--- src/rtl/core/rdf_pkg.sv ---
// Shared types and constants for the receive ring deframer.
// No dependencies; used by rdf_parse and the top level.
package rdf_pkg;

    localparam int unsigned RING_BYTES = 8192;
    localparam int unsigned OFFSET_W   = $clog2(RING_BYTES);
    localparam int unsigned ACK_GAP    = 16;
    localparam int unsigned RX_OK_BIT  = 0;

    // Header byte positions, little endian status then length
    localparam logic [1:0] HDR_STATUS_LO = 2'd0;
    localparam logic [1:0] HDR_STATUS_HI = 2'd1;
    localparam logic [1:0] HDR_LEN_LO    = 2'd2;
    localparam logic [1:0] HDR_LEN_HI    = 2'd3;

    localparam logic KIND_PAYLOAD = 1'b0;
    localparam logic KIND_REPORT  = 1'b1;

    typedef enum logic [1:0] {
        PH_HEADER = 2'b01,
        PH_BODY   = 2'b10
    } phase_t;

    typedef struct packed {
        logic                valid;
        logic                kind;
        logic [7:0]          data;
        logic                last;
        logic                ok;
        logic [OFFSET_W-1:0] next_off;
        logic [OFFSET_W-1:0] ack_off;
    } rdf_result_t;

endpackage

--- src/rtl/core/rdf_parse.sv ---
// Frame parser: header assembly, body counting and report generation.
// Depends on rdf_pkg.
module rdf_parse
    import rdf_pkg::*;
(
    input  logic        aclk,
    input  logic        aresetn,
    input  logic        step,
    input  logic [7:0]  ring_byte,
    output rdf_result_t result
);

    phase_t              phase_reg, phase_next;
    logic [1:0]          hdr_cnt_reg, hdr_cnt_next;
    logic                ok_reg, ok_next;
    logic [15:0]         len_reg, len_next;
    logic [16:0]         cnt_reg, cnt_next;
    logic [OFFSET_W-1:0] rd_off_reg, rd_off_next;

    logic [17:0]         idx_p4;
    logic [17:0]         idx_p5;
    logic [17:0]         len_round;
    logic                is_end;
    logic                is_pay;
    logic                is_last_pay;
    logic [16:0]         off_sum;
    logic [OFFSET_W-1:0] next_off;
    logic [OFFSET_W-1:0] ack_off;

    // Body ends when idx + 1 >= round4(len + 7) - 4
    assign idx_p4      = {1'b0, cnt_reg} + 18'd4;
    assign idx_p5      = {1'b0, cnt_reg} + 18'd5;
    assign len_round   = ({2'b00, len_reg} + 18'd7) & ~18'd3;
    assign is_end      = idx_p5 >= len_round;
    assign is_pay      = idx_p4 < {2'b00, len_reg};
    assign is_last_pay = idx_p5 == {2'b00, len_reg};

    assign off_sum  = 17'(rd_off_reg) + {1'b0, len_reg} + 17'd7;
    assign next_off = {off_sum[OFFSET_W-1:2], 2'b00};
    assign ack_off  = next_off - OFFSET_W'(ACK_GAP);

    always_comb begin
        phase_next   = phase_reg;
        hdr_cnt_next = hdr_cnt_reg;
        ok_next      = ok_reg;
        len_next     = len_reg;
        cnt_next     = cnt_reg;
        rd_off_next  = rd_off_reg;
        result       = '0;

        case (phase_reg)
            PH_BODY: begin
                if (is_end) begin
                    result.valid    = 1'b1;
                    result.kind     = KIND_REPORT;
                    result.ok       = ok_reg;
                    result.next_off = next_off;
                    result.ack_off  = ack_off;
                end else if (ok_reg && is_pay) begin
                    result.valid = 1'b1;
                    result.kind  = KIND_PAYLOAD;
                    result.data  = ring_byte;
                    result.last  = is_last_pay;
                    result.ok    = 1'b1;
                end
                if (step) begin
                    cnt_next = cnt_reg + 17'd1;
                    if (is_end) begin
                        rd_off_next  = next_off;
                        phase_next   = PH_HEADER;
                        hdr_cnt_next = HDR_STATUS_LO;
                        cnt_next     = '0;
                    end
                end
            end
            default: begin
                // header bytes never give a result
                if (step) begin
                    hdr_cnt_next = hdr_cnt_reg + 2'd1;
                    case (hdr_cnt_reg)
                        HDR_STATUS_LO: ok_next = ring_byte[RX_OK_BIT];
                        HDR_STATUS_HI: ok_next = ok_reg;
                        HDR_LEN_LO:    len_next = {8'h00, ring_byte};
                        default: begin
                            len_next   = {ring_byte, len_reg[7:0]};
                            cnt_next   = '0;
                            phase_next = PH_BODY;
                        end
                    endcase
                end
            end
        endcase
    end

    always_ff @(posedge aclk) begin
        if (!aresetn) begin
            phase_reg   <= PH_HEADER;
            hdr_cnt_reg <= HDR_STATUS_LO;
            ok_reg      <= 1'b0;
            len_reg     <= '0;
            cnt_reg     <= '0;
            rd_off_reg  <= '0;
        end else begin
            phase_reg   <= phase_next;
            hdr_cnt_reg <= hdr_cnt_next;
            ok_reg      <= ok_next;
            len_reg     <= len_next;
            cnt_reg     <= cnt_next;
            rd_off_reg  <= rd_off_next;
        end
    end

endmodule

--- src/rtl/core/nic_rx_ring_deframer_core.sv ---
// Receive ring deframer: one ring byte per cycle, input register then result register.
// A byte's result, if any, enters the result register when that register is free.
// Throughput: one ring byte per cycle while m_ready does not stall the output.
// Back-pressure on m_ready stalls the input register and then s_ready.
// Reset (aresetn low, synchronous) empties both registers and returns to header parsing.
// Depends on rdf_pkg and rdf_parse.
module nic_rx_ring_deframer_core
    import rdf_pkg::*;
(
    input  logic                aclk,
    input  logic                aresetn,
    input  logic                s_valid,
    output logic                s_ready,
    input  logic [7:0]          s_ring_byte,
    output logic                m_valid,
    input  logic                m_ready,
    output logic                m_item_kind,
    output logic [7:0]          m_payload_byte,
    output logic                m_last_byte,
    output logic                m_frame_ok,
    output logic [OFFSET_W-1:0] m_next_read_offset,
    output logic [OFFSET_W-1:0] m_ack_offset
);

    logic        in_valid_reg;
    logic [7:0]  in_byte_reg;
    logic        out_valid_reg;
    rdf_result_t out_reg;
    rdf_result_t result;
    logic        out_free;
    logic        step;

    assign out_free = !out_valid_reg || m_ready;
    assign step     = in_valid_reg && out_free;
    assign s_ready  = !in_valid_reg || step;

    rdf_parse u_parse (
        .aclk      (aclk),
        .aresetn   (aresetn),
        .step      (step),
        .ring_byte (in_byte_reg),
        .result    (result)
    );

    always_ff @(posedge aclk) begin
        if (!aresetn) begin
            in_valid_reg <= 1'b0;
        end else if (s_ready) begin
            in_valid_reg <= s_valid;
        end
    end

    always_ff @(posedge aclk) begin
        if (s_valid && s_ready) begin
            in_byte_reg <= s_ring_byte;
        end
    end

    // hold the result until taken
    always_ff @(posedge aclk) begin
        if (!aresetn) begin
            out_valid_reg <= 1'b0;
        end else if (out_free) begin
            out_valid_reg <= step && result.valid;
        end
    end

    always_ff @(posedge aclk) begin
        if (step && result.valid) begin
            out_reg <= result;
        end
    end

    assign m_valid            = out_valid_reg;
    assign m_item_kind        = out_reg.kind;
    assign m_payload_byte     = out_reg.data;
    assign m_last_byte        = out_reg.last;
    assign m_frame_ok         = out_reg.ok;
    assign m_next_read_offset = out_reg.next_off;
    assign m_ack_offset       = out_reg.ack_off;

endmodule

--- config.mk ---
export PLATFORM = sky130hd
export DESIGN_NAME = nic_rx_ring_deframer_core
export DESIGN_NICKNAME = d
export VERILOG_FILES = /design/src/rtl/core/rdf_pkg.sv /design/src/rtl/core/rdf_parse.sv /design/src/rtl/core/nic_rx_ring_deframer_core.sv
export SDC_FILE = /design/constraint.sdc
export NUM_CORES = 1
export LEC_CHECK = 0
export BUFFER_PORTS_ARGS = -buffer_cell sky130_fd_sc_hd__buf_2
export CAP_MARGIN = 20
export CORE_ASPECT_RATIO = 0.6
export CORE_MARGIN = 2
export CORE_UTILIZATION = 61
export DETAILED_ROUTE_END_ITERATION = 16
export PLACE_DENSITY = 0.81
export SLEW_MARGIN = 10
export SYNTH_ARGS = -nofsm -noshare
export SYNTH_HDL_FRONTEND = slang
export SYNTH_SLANG_ARGS = --single-unit
--- constraint.sdc ---
create_clock -name aclk -period 5.3 [get_ports aclk]
set_clock_uncertainty 0.05 [all_clocks]
set_input_delay 0.795 -clock aclk [delete_from_list [all_inputs] [get_ports aclk]]
set_output_delay 0.795 -clock aclk [all_outputs]
set_load 0.03 [all_outputs]
==> impl_metrics.sql, run 1 <==
INSERT INTO impl_metrics (metric_group, metric, value, unit) VALUES
('power', 'leakagePower', '2.56', 'nW'),
('timing', 'timing_max_transition_violations_final', '0', ''),
('global_route', 'grt_util_met2', '44.9', '%'),
('clocking', 'ctsHoldBuffers', '0', ''),
('critical_path', 'worstPathCellList', 'o31a_1, and3_1, nand3_1, nor2_1, and4_1, nand4_1, xnor2_1, ha_1, nand4_1, nor4_1, a41o_1, a221oi_2, a31o_1, inv_2, nor2_1, nor2_2, buf_4', ''),
('floorplanning', 'dieArea', '10800', 'um2'),
('final_layout', 'number_of_flip_flops_in_the_largest_register', '17', ''),
('placement', 'gp_routability_congestion', '0.991', ''),
('timing', 'worst_margin_pin_slew', '0.749', 'ns'),
('timing', 'postLayoutSetupSlackWorst', '0.836', 'ns'),
('global_route', 'grt.overflow.total', '0', ''),
('timing', 'fin_tns_setup', '0', 'ns'),
('global_route', 'gr-usage-met1', '43.1', '%'),
('routing', 'wl_per_cell', '18.7', 'um'),
('timing', 'timing.slew.headroom', '49.9', '%'),
('yosys', 'synthesis.area', '6050', 'um2'),
('timing', 'finalHoldWorstSlack', '0.429', 'ns'),
('power', 'pwr_density_cell', '223', 'nW/um2'),
('critical_path', 'worstSetupPathType', 'flip-flop to flip-flop', ''),
('timing', 'unrepaired_setup_endpoints_after_global_routing', 'no', ''),
('final_layout', 'num-nets-final', '768', ''),
('timing', 'final_period_minus_worst_setup_slack', '4.46', 'ns'),
('yosys', 'async_reset_ff_share', '0', '%'),
('clocking', 'cts.sink_count', '90', ''),
('routing', 'router_iterations_before_antenna_repair', '7', ''),
('floorplanning', 'io_pins', '51', ''),
('routing', 'drt_first_iter_violations', '638', ''),
('power', 'vdd.ir_drop.worst', '153', 'uV'),
('power', 'post_layout_total_power', '1.47', 'mW'),
('final_layout', 'drive_above_1_share', '12.2', '%'),
('placement', 'port_buffers', '46', ''),
('global_route', 'grt_antenna_before_repair', '1', ''),
('global_route', 'first_global_vias', '4811', ''),
('status', 'status', 'completed', ''),
('critical_path', 'data_required_critical_path', '5.26', 'ns'),
('critical_path', 'timing.critical_path.from_type', 'flip-flop', ''),
('clocking', 'cts-buffers-inserted', '9', ''),
('critical_path', 'critPathBufInv', '2', ''),
('critical_path', 'crit_arrival', '4.42', 'ns'),
('floorplanning', 'number_of_standard_cell_rows_in_the_floorplan', '28', ''),
('timing', 'period_share', '84.2', '%'),
('routing', 'dr_total_vias', '5186', ''),
('critical_path', 'end_kind', 'flip-flop', ''),
('floorplanning', 'dieWidth', '133', 'um'),
('floorplanning', 'std_cell_core_area', '9740', 'um2'),
('global_route', 'grt_start_max_net_pins', '37', ''),
('min_path', 'holdCritPathClass', 'flip-flop to flip-flop', ''),
('yosys', 'synth_edf_count', '39', ''),
('critical_path', 'cpPeakStageDelay', '0.55', 'ns'),
('critical_path', 'crit_path_top_delay_cell', 'sky130_fd_sc_hd__dfxtp_1', ''),
('routing', 'avgViaCountPerCell', '6.22', ''),
('flow_run', 'cap_viol_max_count', '0', ''),
('routing', 'detail_route.wirelength', '15.6', 'mm'),
('clocking', 'maximum_level_of_the_cts_h_tree', '3', ''),
('yosys', 'syn-mean-instance-area', '9.04', 'um2'),
('global_route', 'globalRoute.busiestLayer', 'met2', ''),
('critical_path', 'worst-r2r-setup-slack', '0.84', 'ns'),
('clocking', 'tritoncts', 'done', ''),
('global_route', 'grt_util_met3', '8.99', '%'),
('yosys', 'ys.warnings.count', '0', ''),
('final_layout', 'diodes', '0', ''),
('clocking', 'clock-root-buffer', 'sky130_fd_sc_hd__clkbuf_16', ''),
('yosys', 'synthFlopType', 'sky130_fd_sc_hd__dfxtp_1', ''),
('yosys', 'syn-instance-count', '669', ''),
('placement', 'pre_cts_slack', '0.920', 'ns'),
('yosys', 'ys_ff_latch', '90', ''),
('clocking', 'post_cts.repair.setup_buffers', '0', ''),
('global_route', 'grt_pass1_wl', '25.1', 'mm'),
('clocking', 'cts-root-to-sink-buffers', '2', ''),
('timing', 'finalHoldViolations', '0', ''),
('placement', 'place.detailed.hpwl', '11.9', 'mm');
==> worst reg2reg max path: cells and delay by family, from the launching register on <==
family	cells	cell delay, ns
and+or+nand+nor	9	1.64
AOI/OAI and AO/OA	4	0.82
DFF	1	0.55
buffers and inverters	2	0.55
adders and majority gates	1	0.32
xor gates and xnor gates	1	0.16
==> Yosys cell counts (4+ instances only) <==
cell | n | area (um2)
sky130_fd_sc_hd__o21ai_0 | 10 | 50.1
sky130_fd_sc_hd__nand3_1 | 28 | 140
sky130_fd_sc_hd__nor4_1 | 6 | 37.5
sky130_fd_sc_hd__and2_1 | 10 | 62.6
sky130_fd_sc_hd__nor2b_1 | 5 | 31.3
sky130_fd_sc_hd__and3_1 | 13 | 81.3
sky130_fd_sc_hd__o211ai_1 | 4 | 30.0
sky130_fd_sc_hd__buf_2 | 16 | 80.1
sky130_fd_sc_hd__nor2_1 | 69 | 259
sky130_fd_sc_hd__dfxtp_1 | 51 | 1020
sky130_fd_sc_hd__clkbuf_1 | 14 | 52.6
sky130_fd_sc_hd__nand4_1 | 11 | 68.8
sky130_fd_sc_hd__inv_1 | 30 | 113
sky130_fd_sc_hd__a211oi_1 | 4 | 30.0
sky130_fd_sc_hd__o21ai_1 | 9 | 45.0
sky130_fd_sc_hd__edfxtp_1 | 39 | 1170
sky130_fd_sc_hd__or3_1 | 4 | 25.0
sky130_fd_sc_hd__nor3b_1 | 10 | 75.1
sky130_fd_sc_hd__nand2_1 | 53 | 199
sky130_fd_sc_hd__a21oi_1 | 49 | 245
sky130_fd_sc_hd__xor2_1 | 26 | 228
sky130_fd_sc_hd__buf_4 | 6 | 45.0
sky130_fd_sc_hd__nor3_1 | 14 | 70.1
sky130_fd_sc_hd__xnor2_1 | 54 | 473
sky130_fd_sc_hd__nand2b_1 | 5 | 31.3
sky130_fd_sc_hd__a21o_1 | 4 | 30.0
sky130_fd_sc_hd__ha_1 | 61 | 763
==> report_power, final <==
group | switching [mW] | total, mW | internal [mW]
combinational | 0.0437 | 0.0647 | 0.0210
clock | 0.300 | 0.675 | 0.375
sequential | 0.00968 | 0.735 | 0.725
==> cell type report <==
class                           instances  area [um2]
Multi-Input combinational cell        510        3550
Fill cell                             785        3140
Sequential cell                        90        2190
Clock buffer                            9         225
Clock inverter                          7        83.8
Timing Repair Buffer                   50         260
Tap cell                              135         169
Inverter                               33         124
==> worst paths after layout <==
kind / startpoint / to / cells after the start
setup / recovery: u_parse.len_reg[1] / m_next_read_offset[3] / 17
hold / removal: u_parse.phase_reg[0] / u_parse.phase_reg[0] / 1
setup reg to reg: u_parse.len_reg[1] / m_next_read_offset[3] / 17
hold reg to reg: u_parse.phase_reg[0] / u_parse.phase_reg[0] / 1
==> kinds of logic after synthesis <==
family	count (synthesis)	share of synthesized area, %
AO/OA/AOI/OAI	112	12.1
XOR/XNOR	80	11.6
buffers and inverters	72	5.32
flip-flops	90	36.2
other	1	0.0620
multiplexers	3	0.538
adder cells (fa/ha/maj)	62	12.9
AND/OR/NAND/NOR	249	21.2
==> stage by stage <==
step                std cells  area [um2]  util (%)
finish                    834        6600      67.8
global route              834        6600      67.8
CTS                       834        6600      67.8
detailed placement        818        6290      64.6
global placement          818        6290      64.6
floorplan                 672        6060         -
==> cell usage in the layout (no fill, tap or decap), types with 5 or more instances in the layout <==
cell / instances
sky130_fd_sc_hd__and3_1: 13
sky130_fd_sc_hd__nor2_1: 68
sky130_fd_sc_hd__dfxtp_1: 51
sky130_fd_sc_hd__o21ai_1: 9
sky130_fd_sc_hd__nand3_1: 28
sky130_fd_sc_hd__nor3b_1: 10
sky130_fd_sc_hd__edfxtp_1: 39
sky130_fd_sc_hd__nor2b_1: 5
sky130_fd_sc_hd__a21oi_1: 49
sky130_fd_sc_hd__xnor2_1: 54
sky130_fd_sc_hd__buf_2: 46
sky130_fd_sc_hd__o21ai_0: 10
sky130_fd_sc_hd__nor4_1: 6
sky130_fd_sc_hd__nand4_1: 11
sky130_fd_sc_hd__and2_1: 10
sky130_fd_sc_hd__nand2b_1: 5
sky130_fd_sc_hd__nand2_1: 53
sky130_fd_sc_hd__nor3_1: 14
sky130_fd_sc_hd__inv_1: 30
sky130_fd_sc_hd__ha_1: 61
sky130_fd_sc_hd__clkbuf_16: 9
sky130_fd_sc_hd__xor2_1: 26
==> metal layers <==
metal | wire length (um) | part of all wire [%] | up-vias
met3 | 1670 | 11 | 36
met1 | 7230 | 46 | 2476
met5 | 0 | 0 | -
li1 | - | - | 2398
met4 | 261 | 1.7 | 0
met2 | 6440 | 41 | 276
Power figures use the tool's default switching activity.
==> run 2: changes to the inputs <==
Clock period 5.3 ns to 4.5 ns, I/O delays scaled along.
==> impl_metrics.sql, run 2 (same netlist as run 1, synthesis figures left out) <==
INSERT INTO impl_metrics (metric_group, metric, value, unit) VALUES
('status', 'status', 'completed', ''),
('min_path', 'holdCritPathClass', 'flip-flop to flip-flop', ''),
('final_layout', 'design_area', '6690', 'um2'),
('timing', 'period_share', '92.5', '%'),
('critical_path', 'end_kind', 'flip-flop', ''),
('power', 'vdd.ir_drop.worst', '208', 'uV'),
('final_layout', 'num-nets-final', '774', ''),
('clocking', 'cts.sink_count', '90', ''),
('critical_path', 'worstPathCellList', 'o31a_1, and3_1, nand3_1, nor2_2, and4_1, nand4_1, xnor2_1, ha_1, nand4_1, nor4_1, a41o_1, a221oi_2, a31o_2, inv_2, nor2_1, nor2_2, buf_4', ''),
('critical_path', 'worst-r2r-setup-slack', '0.34', 'ns'),
('critical_path', 'category_of_cells_accounting_for_the_largest_share_of_critical_path_delay', 'simple AND/OR/NAND/NOR gates', ''),
('clocking', 'cts.clk_slew.worst_paths', '0.07', 'ns'),
('placement', 'gp_routability_congestion', '0.936', ''),
('clocking', 'tritoncts', 'done', ''),
('routing', 'remaining_drc_errors', '0', ''),
('placement', 'port_buffers', '46', ''),
('global_route', 'grt.overflow.total', '0', ''),
('critical_path', 'critPathBufInv', '2', ''),
('floorplanning', 'floorplan.die.height', '81.1', 'um'),
('placement', 'place.detailed.hpwl', '11.4', 'mm'),
('floorplanning', 'number_of_standard_cell_rows_in_the_floorplan', '28', ''),
('routing', 'router_iterations_before_antenna_repair', '5', ''),
('routing', 'drt_first_iter_violations', '583', ''),
('clocking', 'clock-root-buffer', 'sky130_fd_sc_hd__clkbuf_16', ''),
('final_layout', 'drive_above_1_share', '13.6', '%'),
('timing', 'finalHoldWorstSlack', '0.419', 'ns'),
('flow_run', 'cap_viol_max_count', '0', ''),
('floorplanning', 'dieWidth', '133', 'um'),
('routing', 'detail_route.wirelength', '15.1', 'mm'),
('global_route', 'globalRouteTotalUtil', '29.1', '%'),
('timing', 'worst_margin_pin_slew', '0.738', 'ns'),
('power', 'pwr_density_cell', '268', 'nW/um2'),
('routing', 'avgViaCountPerCell', '6.09', ''),
('clocking', 'cts-root-to-sink-buffers', '2', ''),
('critical_path', 'cp_max_fo', '14', ''),
('timing', 'timing_max_transition_violations_final', '0', ''),
('power', 'leakagePower', '2.60', 'nW'),
('global_route', 'grt_antenna_before_repair', '1', ''),
('critical_path', 'timing.critical_path.from_type', 'flip-flop', ''),
('clocking', 'maximum_level_of_the_cts_h_tree', '3', ''),
('routing', 'final_antenna_net_count', '0', ''),
('final_layout', 'layout_common_cells', 'sky130_fd_sc_hd__nor2_1, sky130_fd_sc_hd__ha_1, sky130_fd_sc_hd__xnor2_1, sky130_fd_sc_hd__nand2_1', ''),
('critical_path', 'crit_path_top_delay_cell', 'sky130_fd_sc_hd__dfxtp_2', ''),
('timing', 'finalHoldViolations', '0', ''),
('routing', 'wl_per_cell', '18.0', 'um'),
('critical_path', 'worst_r2r_startpoint', 'u_parse.len_reg[1]', ''),
('placement', 'placement.cell_area', '6330', 'um2'),
('final_layout', 'synthToLayoutAreaGrowth', '10.5', '%'),
('global_route', 'first_global_vias', '4576', ''),
('global_route', 'grt_start_max_net_pins', '37', ''),
('critical_path', 'critical_path_cell_count', '17', ''),
('critical_path', 'setup.worst_path.end', 'm_last_byte', ''),
('global_route', 'grt_pass1_wl', '24.1', 'mm'),
('floorplanning', 'std_cell_core_area', '9740', 'um2'),
('critical_path', 'worst_r2r_endpoint', 'm_last_byte', ''),
('timing', 'setup_viol', '0', ''),
('floorplanning', 'initial_utilization', '62.1', '%'),
('critical_path', 'data_required_critical_path', '4.50', 'ns'),
('clocking', 'cts-buffers-inserted', '9', ''),
('clocking', 'clk_latency', '0.36', 'ns'),
('critical_path', 'cpPeakStageDelay', '0.45', 'ns'),
('critical_path', 'worstSetupPathType', 'flip-flop to flip-flop', ''),
('routing', 'dr_total_vias', '5121', ''),
('critical_path', 'timing.critical_path.from', 'u_parse.len_reg[1]', ''),
('clocking', 'ctsHoldBuffers', '0', ''),
('final_layout', 'most_common_library_cell_in_the_layout_ignoring_fill_and_taps', 'sky130_fd_sc_hd__nor2_1', ''),
('timing', 'final_period_minus_worst_setup_slack', '4.16', 'ns'),
('floorplanning', 'io_pins', '51', ''),
('timing', 'maxClockFrequency', '240', 'MHz'),
('critical_path', 'crit_arrival', '4.17', 'ns'),
('floorplanning', 'dieArea', '10800', 'um2'),
('critical_path', 'r2r.worst_path.cells', '17', ''),
('final_layout', 'number_of_flip_flops_in_the_largest_register', '17', ''),
('timing', 'timing.slew.headroom', '50.7', '%'),
('final_layout', 'fillers', '785', '');
run 2: cell types whose count changed in the layout (fill, tap and decap cells not counted), sizes merged:
| cell | previous run | this run |
|---|---|---|
| bufinv | 1 | 2 |
| buf | 50 | 56 |
| diode | 0 | 1 |
| clkinvlp | 1 | 0 |
run 2: where the power goes:
| group | internal, mW | switching (mW) |
|---|---|---|
| Combinational | 0.0263 | 0.0517 |
| Clock | 0.498 | 0.353 |
| Sequential | 0.854 | 0.0111 |
run 2: repair_timing:
item | CTS | global route
setup buffers | 0 | 0
gates resized for setup | 0 | 6
setup endpoints to repair | 0 | 51
run 2: cell type report:
class / instances / area, um2 / share of cell area (%)
inverters: 33 / 124 / 1.85
multi-input cells: 510 / 3560 / 53.2
flip-flops and latches: 90 / 2190 / 32.8
well taps: 135 / 169 / 2.53
clock buffers: 9 / 225 / 3.37
clock inverters: 7 / 106 / 1.59
repair buffers: 56 / 309 / 4.62
diodes: 1 / 2.50 / 0.0374
run 2: through the flow:
step / setup slack, ns / instances / power [mW] / util (%) / setup TNS, ns
floorplan: 0.164 / 672 / 0.935 / - / 0
global placement: 0.348 / 823 / 0.954 / 65.0 / 0
detailed placement: 0.115 / 823 / 0.957 / 65.0 / 0
CTS: 0.118 / 839 / 1.80 / 68.4 / 0
global route: -0.0136 / 840 / 1.84 / 68.6 / -0.162
finish: 0.338 / 841 / 1.79 / 68.7 / 0
run 2: worst min path at each step:
stage	start	endpoint	slack [ns]	cells after the start
floorplan	u_parse.phase_reg[0]	u_parse.phase_reg[0]	0.39	1
global placement	u_parse.phase_reg[0]	u_parse.phase_reg[0]	0.39	1
detailed placement	u_parse.phase_reg[0]	u_parse.phase_reg[0]	0.40	1
CTS	u_parse.phase_reg[0]	u_parse.phase_reg[0]	0.42	1
global route	u_parse.phase_reg[0]	u_parse.phase_reg[0]	0.44	1
finish	u_parse.phase_reg[0]	u_parse.phase_reg[0]	0.42	1
run 2: routing by layer:
metal  vias to the layer above  wire, um  GRT usage, %
met4                         0       234          8.28
met3                        25      1400          7.18
li1                       2411         -             -
met5                         -         0             0
met1                      2435      7280          43.4
met2                       250      6190          41.7
